**src/hdl/aips_pkg.sv**
```systemverilog
package aips_pkg;

   // Parse phases, one-hot.
   typedef enum logic [4:0] {
      PH_SPACE      = 5'b00001,
      PH_PREFIX     = 5'b00010,
      PH_AFTER_ZERO = 5'b00100,
      PH_DIGITS     = 5'b01000,
      PH_DONE       = 5'b10000
   } phase_type;

   typedef struct packed {
      phase_type  phase;
      logic       negative;
      logic [5:0] base;
   } ctl_type;

   localparam int unsigned RADIX_BITS = 6;
   localparam int unsigned CHAR_BITS  = 8;
   localparam int unsigned HALF_BITS  = 64;
   localparam int unsigned VALUE_BITS = 128;
   localparam int unsigned CNT_OUT_BITS = 32;
   localparam int unsigned RSP_BITS   = VALUE_BITS + CNT_OUT_BITS;

   localparam logic [5:0] RADIX_MIN   = 6'd2;
   localparam logic [5:0] RADIX_MAX   = 6'd36;
   localparam logic [5:0] BASE_BIN    = 6'd2;
   localparam logic [5:0] BASE_OCT    = 6'd8;
   localparam logic [5:0] BASE_DEC    = 6'd10;
   localparam logic [5:0] BASE_HEX    = 6'd16;
   localparam logic [5:0] DIGIT_NONE  = 6'd63;

   localparam logic [7:0] CH_ZERO  = 8'h30;
   localparam logic [7:0] CH_NINE  = 8'h39;
   localparam logic [7:0] CH_LA    = 8'h61;
   localparam logic [7:0] CH_LZ    = 8'h7a;
   localparam logic [7:0] CH_UA    = 8'h41;
   localparam logic [7:0] CH_UZ    = 8'h5a;
   localparam logic [7:0] CH_LX    = 8'h78;
   localparam logic [7:0] CH_UX    = 8'h58;
   localparam logic [7:0] CH_LB    = 8'h62;
   localparam logic [7:0] CH_UB    = 8'h42;
   localparam logic [7:0] CH_MINUS = 8'h2d;
   localparam logic [7:0] CH_PLUS  = 8'h2b;
   localparam logic [7:0] CH_SPACE = 8'h20;
   localparam logic [7:0] CH_TAB   = 8'h09;
   localparam logic [7:0] CH_CR    = 8'h0d;

   function automatic logic [5:0] digit_value(input logic [7:0] c);
      logic [7:0] d;
      d = 8'h00;
      if (c >= CH_ZERO && c <= CH_NINE) begin
         d = c - CH_ZERO;
         return d[5:0];
      end
      if (c >= CH_LA && c <= CH_LZ) begin
         d = c - CH_LA + 8'd10;
         return d[5:0];
      end
      if (c >= CH_UA && c <= CH_UZ) begin
         d = c - CH_UA + 8'd10;
         return d[5:0];
      end
      return DIGIT_NONE;
   endfunction

   function automatic logic is_space(input logic [7:0] c);
      return (c == CH_SPACE) || (c >= CH_TAB && c <= CH_CR);
   endfunction

endpackage

```
**src/hdl/aips_step.sv**
```systemverilog
module aips_step #(
   parameter int unsigned ACC_BITS   = 128,
   parameter int unsigned COUNT_BITS = 32
) (
   input  logic                    first,
   input  logic [7:0]              ch,
   input  logic [5:0]              radix,
   input  aips_pkg::ctl_type       ctl,
   input  logic [ACC_BITS-1:0]     acc,
   input  logic [COUNT_BITS-1:0]   count,
   output aips_pkg::ctl_type       ctl_next,
   output logic [ACC_BITS-1:0]     acc_next,
   output logic [COUNT_BITS-1:0]   count_next,
   output logic                    emit,
   output logic [aips_pkg::VALUE_BITS-1:0] value
);

   localparam int unsigned PW = ACC_BITS + 6;
   localparam logic [ACC_BITS-1:0] MAG_MIN = ACC_BITS'(1) << (ACC_BITS - 1);
   localparam logic [ACC_BITS-1:0] MAG_MAX = MAG_MIN - ACC_BITS'(1);

   aips_pkg::phase_type   ph;
   logic                  neg;
   logic [5:0]            wb;
   logic [ACC_BITS-1:0]   a;
   logic [COUNT_BITS-1:0] c;
   logic                  go;
   logic                  bump;
   logic                  sat;
   logic [5:0]            dig;
   logic [PW-1:0]         prod;
   logic [ACC_BITS-1:0]   lim;
   logic [ACC_BITS-1:0]   a_neg;
   logic [ACC_BITS-1:0]   res;
   logic                  radix_ok;

   assign dig      = aips_pkg::digit_value(ch);
   assign radix_ok = (radix >= aips_pkg::RADIX_MIN) && (radix <= aips_pkg::RADIX_MAX);

   always_comb begin
      ph   = first ? aips_pkg::PH_SPACE : ctl.phase;
      neg  = first ? 1'b0 : ctl.negative;
      wb   = first ? 6'd0 : ctl.base;
      a    = first ? '0 : acc;
      c    = first ? '0 : count;
      go   = 1'b1;
      bump = 1'b0;
      sat  = 1'b0;
      emit = 1'b0;
      prod = '0;
      acc_next = a;

      if (ph == aips_pkg::PH_SPACE) begin
         priority if (aips_pkg::is_space(ch)) begin
            bump = 1'b1;
            go   = 1'b0;
         end else if (ch == aips_pkg::CH_MINUS || ch == aips_pkg::CH_PLUS) begin
            neg  = (ch == aips_pkg::CH_MINUS);
            bump = 1'b1;
            ph   = aips_pkg::PH_PREFIX;
            go   = 1'b0;
         end else begin
            ph = aips_pkg::PH_PREFIX;
         end
      end

      if (go && ph == aips_pkg::PH_PREFIX) begin
         priority if (radix_ok) begin
            wb = radix;
            ph = aips_pkg::PH_DIGITS;
         end else if (ch == aips_pkg::CH_ZERO) begin
            bump = 1'b1;
            ph   = aips_pkg::PH_AFTER_ZERO;
            go   = 1'b0;
         end else begin
            wb = aips_pkg::BASE_DEC;
            ph = aips_pkg::PH_DIGITS;
         end
      end

      if (go && ph == aips_pkg::PH_AFTER_ZERO) begin
         priority if (ch == aips_pkg::CH_LX || ch == aips_pkg::CH_UX) begin
            wb   = aips_pkg::BASE_HEX;
            bump = 1'b1;
            go   = 1'b0;
         end else if (ch == aips_pkg::CH_LB || ch == aips_pkg::CH_UB) begin
            wb   = aips_pkg::BASE_BIN;
            bump = 1'b1;
            go   = 1'b0;
         end else begin
            wb = aips_pkg::BASE_OCT;
         end
         ph = aips_pkg::PH_DIGITS;
      end

      lim = neg ? MAG_MIN : MAG_MAX;

      if (go && ph == aips_pkg::PH_DIGITS) begin
         prod = PW'(a) * PW'(wb) + PW'(dig);
         priority if (dig >= wb) begin
            emit = 1'b1;
         end else if (prod[PW-1:ACC_BITS] != '0 || prod[ACC_BITS-1:0] > lim) begin
            // The digit would push the magnitude past the signed range.
            emit = 1'b1;
            sat  = 1'b1;
         end else begin
            acc_next = prod[ACC_BITS-1:0];
            bump     = 1'b1;
         end
         if (emit) begin
            ph = aips_pkg::PH_DONE;
         end
      end

      ctl_next.phase    = ph;
      ctl_next.negative = neg;
      ctl_next.base     = wb;
      count_next        = (bump && c != '1) ? c + COUNT_BITS'(1) : c;
   end

   // The negated accumulator comes straight from state, off the multiply path.
   // The negated negative limit is the limit itself in ACC_BITS bits.
   assign a_neg = '0 - a;
   assign res   = sat ? lim : (neg ? a_neg : a);
   assign value = aips_pkg::VALUE_BITS'(signed'(res));

endmodule

```
**src/hdl/ascii_integer_parser_saturating_unit.sv**
```systemverilog
// Streaming ASCII to signed integer converter. Each req beat carries one character (tdata) and
// a start-of-string flag (tuser); leading whitespace, one sign and, when csr_wdata is outside
// 2..36, a 0x/0b/0 base prefix are accepted, then digits are accumulated with saturation at the
// signed ACC_BITS range. The first character that is not taken (NUL included) produces one rsp
// beat with the value sign-extended to 128 bits and the count of characters taken; characters
// after it are dropped until the next start flag. One character is accepted every clock cycle
// unless the input stalls: each beat passes an input register, one pass of the per-character
// step (a multiply of the accumulator by the base, an add and a limit compare) and the result
// register, whose valid flag drives rsp_tvalid. While a result waits in the output register,
// only a held character that would produce another result stalls the input.
// Write csr_wdata only while idle.
module ascii_integer_parser_saturating_unit #(
   parameter int unsigned ACC_BITS   = 128,
   parameter int unsigned COUNT_BITS = 32
) (
   input  logic         clock,
   input  logic         reset,
   input  logic         csr_we,
   input  logic [5:0]   csr_wdata,   // radix
   input  logic         req_tvalid,
   output logic         req_tready,
   input  logic [7:0]   req_tdata,   // ch
   input  logic [0:0]   req_tuser,   // first
   output logic         rsp_tvalid,
   input  logic         rsp_tready,
   output logic [159:0] rsp_tdata    // value_low, value_high, consumed_count
);

   logic [5:0]            radix_ff;
   logic                  in_valid_ff;
   logic                  in_first_ff;
   logic [7:0]            in_ch_ff;
   aips_pkg::ctl_type     ctl_ff;
   aips_pkg::ctl_type     ctl_in;
   logic [ACC_BITS-1:0]   acc_ff;
   logic [ACC_BITS-1:0]   acc_in;
   logic [COUNT_BITS-1:0] count_ff;
   logic [COUNT_BITS-1:0] count_in;
   logic                  rsp_valid_ff;
   logic [aips_pkg::RSP_BITS-1:0] rsp_data_ff;
   logic [aips_pkg::VALUE_BITS-1:0] value;
   logic                  emit;
   logic                  out_free;
   logic                  fire;
   logic                  out_load;
   logic                  req_beat;

   aips_step #(
      .ACC_BITS   (ACC_BITS),
      .COUNT_BITS (COUNT_BITS)
   ) u_step (
      .first      (in_first_ff),
      .ch         (in_ch_ff),
      .radix      (radix_ff),
      .ctl        (ctl_ff),
      .acc        (acc_ff),
      .count      (count_ff),
      .ctl_next   (ctl_in),
      .acc_next   (acc_in),
      .count_next (count_in),
      .emit       (emit),
      .value      (value)
   );

   assign out_free   = !rsp_valid_ff || rsp_tready;
   // A held character that yields no result moves on even while the output is full.
   assign fire       = in_valid_ff && (out_free || !emit);
   assign out_load   = fire && emit;
   assign req_tready = !in_valid_ff || fire;
   assign req_beat   = req_tvalid && req_tready;

   always_ff @(posedge clock) begin
      if (reset) begin
         radix_ff <= '0;
      end else if (csr_we) begin
         radix_ff <= csr_wdata;
      end
   end

   always_ff @(posedge clock) begin
      if (reset) begin
         in_valid_ff <= 1'b0;
      end else if (req_beat) begin
         in_valid_ff <= 1'b1;
      end else if (fire) begin
         in_valid_ff <= 1'b0;
      end
   end

   always_ff @(posedge clock) begin
      if (req_beat) begin
         in_first_ff <= req_tuser[0];
         in_ch_ff    <= req_tdata;
      end
   end

   always_ff @(posedge clock) begin
      if (reset) begin
         ctl_ff.phase    <= aips_pkg::PH_SPACE;
         ctl_ff.negative <= 1'b0;
         ctl_ff.base     <= '0;
         acc_ff          <= '0;
         count_ff        <= '0;
      end else if (fire) begin
         ctl_ff   <= ctl_in;
         acc_ff   <= acc_in;
         count_ff <= count_in;
      end
   end

   always_ff @(posedge clock) begin
      if (reset) begin
         rsp_valid_ff <= 1'b0;
      end else if (out_load) begin
         rsp_valid_ff <= 1'b1;
      end else if (rsp_tready) begin
         rsp_valid_ff <= 1'b0;
      end
   end

   always_ff @(posedge clock) begin
      if (out_load) begin
         rsp_data_ff <= {aips_pkg::CNT_OUT_BITS'(count_ff & {COUNT_BITS{!in_first_ff}}), value};
      end
   end

   assign rsp_tvalid = rsp_valid_ff;
   assign rsp_tdata  = rsp_data_ff;

   a_done_after_result: assert property (@(posedge clock) disable iff (reset)
      out_load |=> ctl_ff.phase == aips_pkg::PH_DONE)
      else $error("phase is not finished after a result beat");

   a_no_overwrite: assert property (@(posedge clock) disable iff (reset)
      out_load |-> out_free)
      else $error("result register loaded while a result is still pending");

   a_done_is_silent: assert property (@(posedge clock) disable iff (reset)
      in_valid_ff && !in_first_ff && ctl_ff.phase == aips_pkg::PH_DONE |-> !emit)
      else $error("a second result was produced for one string");

   a_beat_held: assert property (@(posedge clock) disable iff (reset)
      req_beat |=> in_valid_ff)
      else $error("accepted character not held in the input register");

endmodule
```
**config.mk**
```make
export PLATFORM = sky130hd
export DESIGN_NAME = ascii_integer_parser_saturating_unit
export DESIGN_NICKNAME = d
export VERILOG_FILES = /design/src/hdl/aips_pkg.sv /design/src/hdl/aips_step.sv /design/src/hdl/ascii_integer_parser_saturating_unit.sv
export SDC_FILE = /design/constraint.sdc
export NUM_CORES = 2
export LEC_CHECK = 0
export BUFFER_PORTS_ARGS = -buffer_cell sky130_fd_sc_hd__buf_2
export CELL_PAD_IN_SITES_DETAIL_PLACEMENT = 0
export CELL_PAD_IN_SITES_GLOBAL_PLACEMENT = 2
export CORE_ASPECT_RATIO = 0.7
export CORE_MARGIN = 5
export CORE_UTILIZATION = 25
export DETAILED_ROUTE_END_ITERATION = 12
export GPL_ROUTABILITY_DRIVEN = 0
export HOLD_SLACK_MARGIN = 0.02
export PLACE_DENSITY = 0.65
export SYNTH_ARGS = -nofsm -noshare
export SYNTH_HDL_FRONTEND = slang
export SYNTH_SLANG_ARGS = --single-unit
```
**constraint.sdc**
```tcl
create_clock -name clock -period 46.1 [get_ports clock]
set_input_delay 2.305 -clock clock [delete_from_list [all_inputs] [get_ports clock]]
set_output_delay 2.305 -clock clock [all_outputs]
set_load 0.005 [all_outputs]
```
=== Yosys cells after proc, flatten, opt, wreduce, memory -nomap -nowiden ===
Cells that the tools add are included.

* Bits in registers: 349
* Bits of input ports: 20
* Output and inout port bits: 162
* Logic and storage cells: 145

* $add $sub $neg: 8
* Multiply operators: 1
* Order comparisons: 12
* Equality and inequality tests: 13
* Muxes and demuxes: 72
* Bitwise operators: 1
* Reductions and logical operators: 27

{| class="wikitable"
|+ Operators by type and width
! cell !! count
|-
| 128-bit 2-to-1 mux || 7
|-
| 134-bit by 6-bit adder with 134-bit output || 1
|-
| 128-bit by 6-bit multiplier with 134-bit output || 1
|-
| 128-bit > comparator || 1
|-
| 1-bit by 128-bit subtractor with 128-bit output (first input constant) || 1
|-
| 6-bit 2-to-1 mux || 12
|-
| 32-bit 2-to-1 mux || 2
|-
| 1-bit 2-to-1 mux || 41
|-
| 5-bit 2-to-1 mux || 8
|-
| 32-bit by 1-bit adder with 32-bit output (second input constant) || 1
|-
| 32-bit bitwise AND || 1
|-
| 8-bit by 6-bit == test with 1-bit output (second input constant) || 4
|-
| 8-bit by 7-bit == test with 1-bit output (second input constant) || 4
|-
| 32-bit inequality test (second input constant) || 1
|-
| 8-bit by 7-bit >= comparator with 1-bit output (second input constant) || 2
|-
| 8-bit by 7-bit less-or-equal comparator with 1-bit output (second input constant) || 2
|-
| 6-bit by 4-bit adder with 6-bit output (second input constant) || 2
|-
| 1-bit logical AND || 12
|-
| 6-bit subtractor (second input constant) || 2
|-
| 8-bit by 4-bit >= comparator with 1-bit output (second input constant) || 1
|-
| 8-bit by 6-bit >= comparator with 1-bit output (second input constant) || 1
|-
| 8-bit by 4-bit less-or-equal comparator with 1-bit output (second input constant) || 1
|-
| 8-bit by 6-bit less-or-equal comparator with 1-bit output (second input constant) || 1
|-
| 1-bit logical OR || 8
|-
| other kinds (12) || 17
|}

=== Logic depth before layout (Yosys ltp) ===
* Depth after elaboration: 25
* Depth in mapped cells: 52
* Mapped depth without buffers: 48

=== Modules after synthesis ===
From an unflattened synthesis, not the netlist that was laid out.

* Cells, all modules: 6,138
* Area total of the unflattened synthesis: 50,666.1 µm²

{| class="wikitable"
|+ Modules (own cells, without submodules)
! module !! times used !! cells an instance !! area an instance (µm²) !! seq. area each (µm²)
|-
| aips_step || 1 || 5,158 || 37,220.7 || 0.0
|-
| ascii_integer_parser_saturating_unit || 1 || 980 || 13,445.4 || 8,678.3
|}

=== Worst setup path after synthesis ===
Ideal clock, no wire load.

* Path kind: flip-flop to flip-flop
* Start: register in_ch_ff[1]
* End: register rsp_data_ff, in the netlist rsp_tdata[0] (enable)
* Setup time: 513 ps
* Arrival time: 14,450 ps
* Required time: 45,587 ps
* Setup slack: 31,137 ps
* Stages on the path, launching flop included: 48
* Buffers on the path: 4
* Clock period less this slack: 14,963 ps
* Cells stage by stage: edfxtp_1 inv_1 ha_1 o21bai_1 a22oi_1 o211ai_1 o21ai_0 a31oi_1 nor3_1 mux2_2 clkbuf_1 inv_1 clkbuf_1 buf_1 nor2_1 fa_1 fa_1 inv_1 [... 12 more ...] a21boi_0 o21ai_0 a21oi_1 o21bai_1 xnor2_1 ha_1 nand4_1 nor4_1 nand4_1 nor4_1 nand4_1 nor4_1 a21oi_1 a311o_1 nor4_4 a41oi_1 or2_2 inv_1

* Longest elaborated chain between the ends: 23
* Elaborated cells on any way between the ends: 86
* Classes of those cells: add/sub: 6; mul: 1; order compare: 10; eq/ne: 11; mux: 41; reduce/logical: 17

{| class="wikitable"
|+ RTL lines
! what !! RTL line !! RTL
|-
| start, declared || ascii_integer_parser_saturating_unit.sv:32 || <nowiki>logic [7:0] in_ch_ff;</nowiki>
|-
| start signal, assigned || ascii_integer_parser_saturating_unit.sv:93 || <nowiki>in_ch_ff <= req_tdata;</nowiki>
|-
| 8-bit by 4-bit >= comparator with 1-bit output / 8-bit by 4-bit less-or-equal comparator with 1-bit output (equally long branches) || aips_pkg.sv:68 || <nowiki>return (c == CH_SPACE) || (c >= CH_TAB && c <= CH_CR);</nowiki>
|-
| 1-bit logical AND || aips_pkg.sv:68 ||
|-
| 1-bit logical OR || aips_pkg.sv:68 ||
|-
| 5-bit 2-to-1 mux || aips_step.sv:54 || <nowiki>priority if (aips_pkg::is_space(ch)) begin</nowiki>
|-
| 5-bit 2-to-1 mux || aips_step.sv:53 || <nowiki>if (ph == aips_pkg::PH_SPACE) begin</nowiki>
|-
| 5-bit by 2-bit == test with 1-bit output || aips_step.sv:67 || <nowiki>if (go && ph == aips_pkg::PH_PREFIX) begin</nowiki>
|-
| 1-bit logical AND || aips_step.sv:67 ||
|-
| 5-bit 2-to-1 mux || aips_step.sv:67 ||
|-
| [... 8 more ...] || - ||
|-
| 1-bit 2-to-1 mux || aips_step.sv:100 || <nowiki>priority if (dig >= wb) begin</nowiki>
|-
| 1-bit 2-to-1 mux || aips_step.sv:98 || <nowiki>if (go && ph == aips_pkg::PH_DIGITS) begin</nowiki>
|-
| 1-bit 2-to-1 mux * || aips_step.sv:98 ||
|-
| 1-bit zero test || ascii_integer_parser_saturating_unit.sv:67 || <nowiki>assign fire = in_valid_ff && (out_free || !emit);</nowiki>
|-
| 1-bit logical OR || ascii_integer_parser_saturating_unit.sv:67 ||
|-
| 1-bit logical AND || ascii_integer_parser_saturating_unit.sv:67 ||
|-
| 1-bit logical AND * || ascii_integer_parser_saturating_unit.sv:68 || <nowiki>assign out_load = fire && emit;</nowiki>
|-
| via out_load || ascii_integer_parser_saturating_unit.sv:45 || <nowiki>logic out_load;</nowiki>
|-
| end signal, assigned || ascii_integer_parser_saturating_unit.sv:123 || <nowiki>rsp_data_ff <= {aips_pkg::CNT_OUT_BITS'(count_ff & {COUNT_BITS{!in_first_ff}}), value};</nowiki>
|-
| end, declared || ascii_integer_parser_saturating_unit.sv:40 || <nowiki>logic [aips_pkg::RSP_BITS-1:0] rsp_data_ff;</nowiki>
|}

The timed path passes the listed nets; every way through them passes the cells marked *. The select of a mux whose other input is x is not followed.
A chain may end at the register's enable or synchronous reset.

=== Worst setup path in the final report ===
* Start: register in_ch_ff[1]
* End: output port req_tready

* Longest elaborated chain between the ends: 23
* Elaborated cells on any way between the ends: 86
* Classes of those cells: add/sub: 6; mul: 1; order compare: 10; eq/ne: 11; mux: 41; reduce/logical: 17

{| class="wikitable"
|+ RTL lines
! what !! RTL line !! RTL
|-
| 8-bit by 4-bit >= comparator with 1-bit output / 8-bit by 4-bit less-or-equal comparator with 1-bit output (equally long branches) || aips_pkg.sv:68 ||
|-
| 1-bit logical AND || aips_pkg.sv:68 ||
|-
| 1-bit logical OR || aips_pkg.sv:68 ||
|-
| 5-bit 2-to-1 mux || aips_step.sv:54 ||
|-
| 5-bit 2-to-1 mux || aips_step.sv:53 ||
|-
| 5-bit by 2-bit == test with 1-bit output || aips_step.sv:67 ||
|-
| 1-bit logical AND || aips_step.sv:67 ||
|-
| 5-bit 2-to-1 mux || aips_step.sv:67 ||
|-
| [... 7 more ...] || - ||
|-
| 1-bit 2-to-1 mux || aips_step.sv:102 || <nowiki>end else if (prod[PW-1:ACC_BITS] != '0 || prod[ACC_BITS-1:0] > lim) begin</nowiki>
|-
| 1-bit 2-to-1 mux || aips_step.sv:100 ||
|-
| 1-bit 2-to-1 mux || aips_step.sv:98 ||
|-
| 1-bit 2-to-1 mux * || aips_step.sv:98 ||
|-
| 1-bit zero test * || ascii_integer_parser_saturating_unit.sv:67 ||
|-
| 1-bit logical OR * || ascii_integer_parser_saturating_unit.sv:67 ||
|-
| 1-bit logical AND * || ascii_integer_parser_saturating_unit.sv:67 ||
|-
| 1-bit logical OR * || ascii_integer_parser_saturating_unit.sv:69 || <nowiki>assign req_tready = !in_valid_ff || fire;</nowiki>
|-
| end, declared || ascii_integer_parser_saturating_unit.sv:21 || <nowiki>output logic req_tready,</nowiki>
|}

Mark *: on every way between the ends. The rest lies on a longest branch, timed or not. The select of a mux whose other input is x is not followed.

==> reports/metrics.cfg <==
[route]
post_drt_wl_per_cell_um=23.2
routed_wl_um=185000
vias=41100
ant_nets=0
first_iter_violations=3394
first_pass_iters=6
routed_via_density=5.17
drc=0

[sta]
clock_skew_ps=30.8
worstMarginPinSlew_ps=1190
hold_violations=0
slew_headroom=0.202
min_period_ps=18360
fin_crit_sh=0.398
tns_ps=0
drv_slew=0
max_freq_mhz=54.5
setup_viol_count_final=0
rsz0062_at_grt=no

[critical_path]
startpoint_type=flip-flop
crit_end=req_tready
critPathRequiredTime_ps=43790
reg2regPathDepth=47
crit_start=in_ch_ff[1]
crit_fanout=47
r2r_end=rsp_tdata[109]
crit_path_end_kind=output port
r2r_slack_ps=29100
worstPathArrival_ps=16060
critPathMaxStageDelay_ps=750
critical_path.most_common_cell=ha_1
crit_type=reg2out
crit_slowest_cell=nor4_4
r2r_start=in_ch_ff[1]

[cts]
cts_buffers=51
htree_levels=2
cts_hold_buf=0
cts_root_buf=clkbuf_16
cts_resized=0
clkTransAtPathRegs_ps=60
cts_setup_buffers=0
clk_latency_ps=680
cts_tree=built
clock_path_buffers=3
clock-sinks=349

[yosys]
ys.flop_type=dfxtp_1
synth_area_um2=45800
ys_ff_latch=349
yosys_warnings=0
synth_common_cells=nor2_1 (765), nand2_1 (675), fa_1 (508)
synth_edf_count=169
yosysMostFrequentCell=nor2_1
seq_area_frac_synth=0.189
synth_top_area_frac=0.222
synthCells=5506
async_flop_share=0
synth_top_family_by_area=adder cells
synth_area_leaders=fa_1 (22%), ha_1 (11%), edfxtp_1 (11%)
synth_xor_area_frac=0.0273
synth_nets=6454
muxShareOfSynthArea=0.00412
syn_area_per_cell_um2=8.32
synthSimpleGateAreaFrac=0.205
synth_top_cell_by_area=fa_1
synth-adder-area-share=0.337
synthDistinctLibCells=93
synth_compound_area_frac=0.178

[place]
portBuffers=181
dp_hpwl_um=142000

[global_route]
grt_pass1_wl_um=277000
grt_util_all_layers=0.188
antenna_found_initial=7
grt_overflow=0
grt_start_max_net_pins=122
first_global_vias=40600

[pwr]
switchingPower_mw=0.291
p_sw_frac=0.327
p_comb_frac=0.141
vdd_drop_max_v=0.0000289
powerDensity_nw_per_um2=17.5
p_int_mw=0.600
seqPwrFrac=0.385
clkPwrFrac=0.475
leakage_nw=23.4

[hold_path]
min_path_type=reg2reg
hold_depth=1

[final_layout]
area_growth_pct=10.8
seq_area_um2=8680
nFillCells=19600
multi_input_area_um2=34500
finish.utilization=0.279
drive_gt1_frac=0.0722
layout.nets=6402

[floorplanning]
start_util=0.251
std_cell_rows=131
chipHeight_um=368
core_area_um2=182000
top_level_ports=182
die_x_um=522
dieArea_um2=192000

[run_status]
outcome=finished, final reports clean

[job]
cap_violations=0

[power by group through the flow]
stage	Combinational, mW	Sequential [mW]	Clock (mW)
6_report	0.125	0.343	0.423
5_1_grt	0.135	0.344	0.448
4_1_cts	0.126	0.343	0.439
3_5_place_dp	0.126	0.350	0
3_3_place_gp	0.127	0.349	0
2_1_floorplan	0.0655	0.351	0
[metrics by stage]
stage	hold WS [ps]	power (mW)	instance area [µm²]	std cells	setup slack, ps
after CTS	472	0.908	50800	7957	27710
after floorplan	439	0.416	45800	5506	31140
final	472	0.891	50800	7959	27740
after detailed placement	457	0.476	49000	7861	28530
after global placement	454	0.476	49000	7861	28820
after global routing	487	0.927	50800	7957	26770
[routing by layer]
layer	share of wire	global-route usage	vias up	routed length [µm]
li1	-	-	19000	-
met1	0.52	0.296	20800	96000
met2	0.41	0.277	1169	76500
met3	0.050	0.0196	140	9320
met4	0.016	0.0297	0	2950
met5	0	0	-	0
[critical path, delay by kind of cell, from the launching register on]
kind	cells	cell delay, ps
adder cells (fa/ha/maj)	7	2920
XOR/XNOR	1	200
buffers and inverters	6	1940
flip-flops	1	450
AND/OR/NAND/NOR	17	5500
multiplexers	1	260
AO/OA/AOI/OAI	14	3950
[worst min-delay path by stage]
stage,start,endpoint
detailed placement,acc_ff[96],acc_ff[96]
CTS,count_ff[17],count_ff[17]
global route,count_ff[22],count_ff[22]
finish,acc_ff[113],acc_ff[113]
floorplan,count_ff[22],count_ff[22]
global placement,acc_ff[113],acc_ff[113]
[cell type report]
class	instances	area share
Clock buffer	63	0.0278
Antenna cell	2	0.0000986
Clock inverter	33	0.00633
Timing Repair Buffer	242	0.0276
Inverter	358	0.0269
Sequential cell	349	0.171
Tap cell	2460	0.0606
Multi-Input combinational cell	4452	0.680
[state kept, by name, indices dropped and copies added (netlist names)]
name,cells
acc_ff,128
rsp_tdata,160
in_valid_ff,1
in_first_ff,1
radix_ff,6
in_ch_ff,8
rsp_tvalid,1
ctl_ff,12
count_ff,32
[cells in the final DEF (no fill, tap or decap), types with 39 or more instances in the layout]
master     instances
a22o_1           131
a22oi_1           39
nor2b_1          106
nand4_1          121
buf_4             58
xor2_1            66
buf_2            181
xnor2_1           77
fa_1             508
a21o_1            64
o21ai_0          321
nor3_1            75
nand3_1           80
a21oi_1          417
inv_1            348
clkbuf_16         53
dfxtp_1          180
edfxtp_1         169
nor2_1           761
nand2_1          674
a31oi_1           44
ha_1             420
[cells by family (layout without fill, tap and decap cells)]
kind of cell	after synthesis	after routing
AO/OA/AOI/OAI	1296	1296
adder cells (fa/ha/maj)	928	928
AND/OR/NAND/NOR	2067	2067
buffers and inverters	705	696
flip-flops	349	349
XOR/XNOR	143	143
other	0	2
multiplexers	18	18
Power figures use the tool's default switching activity.
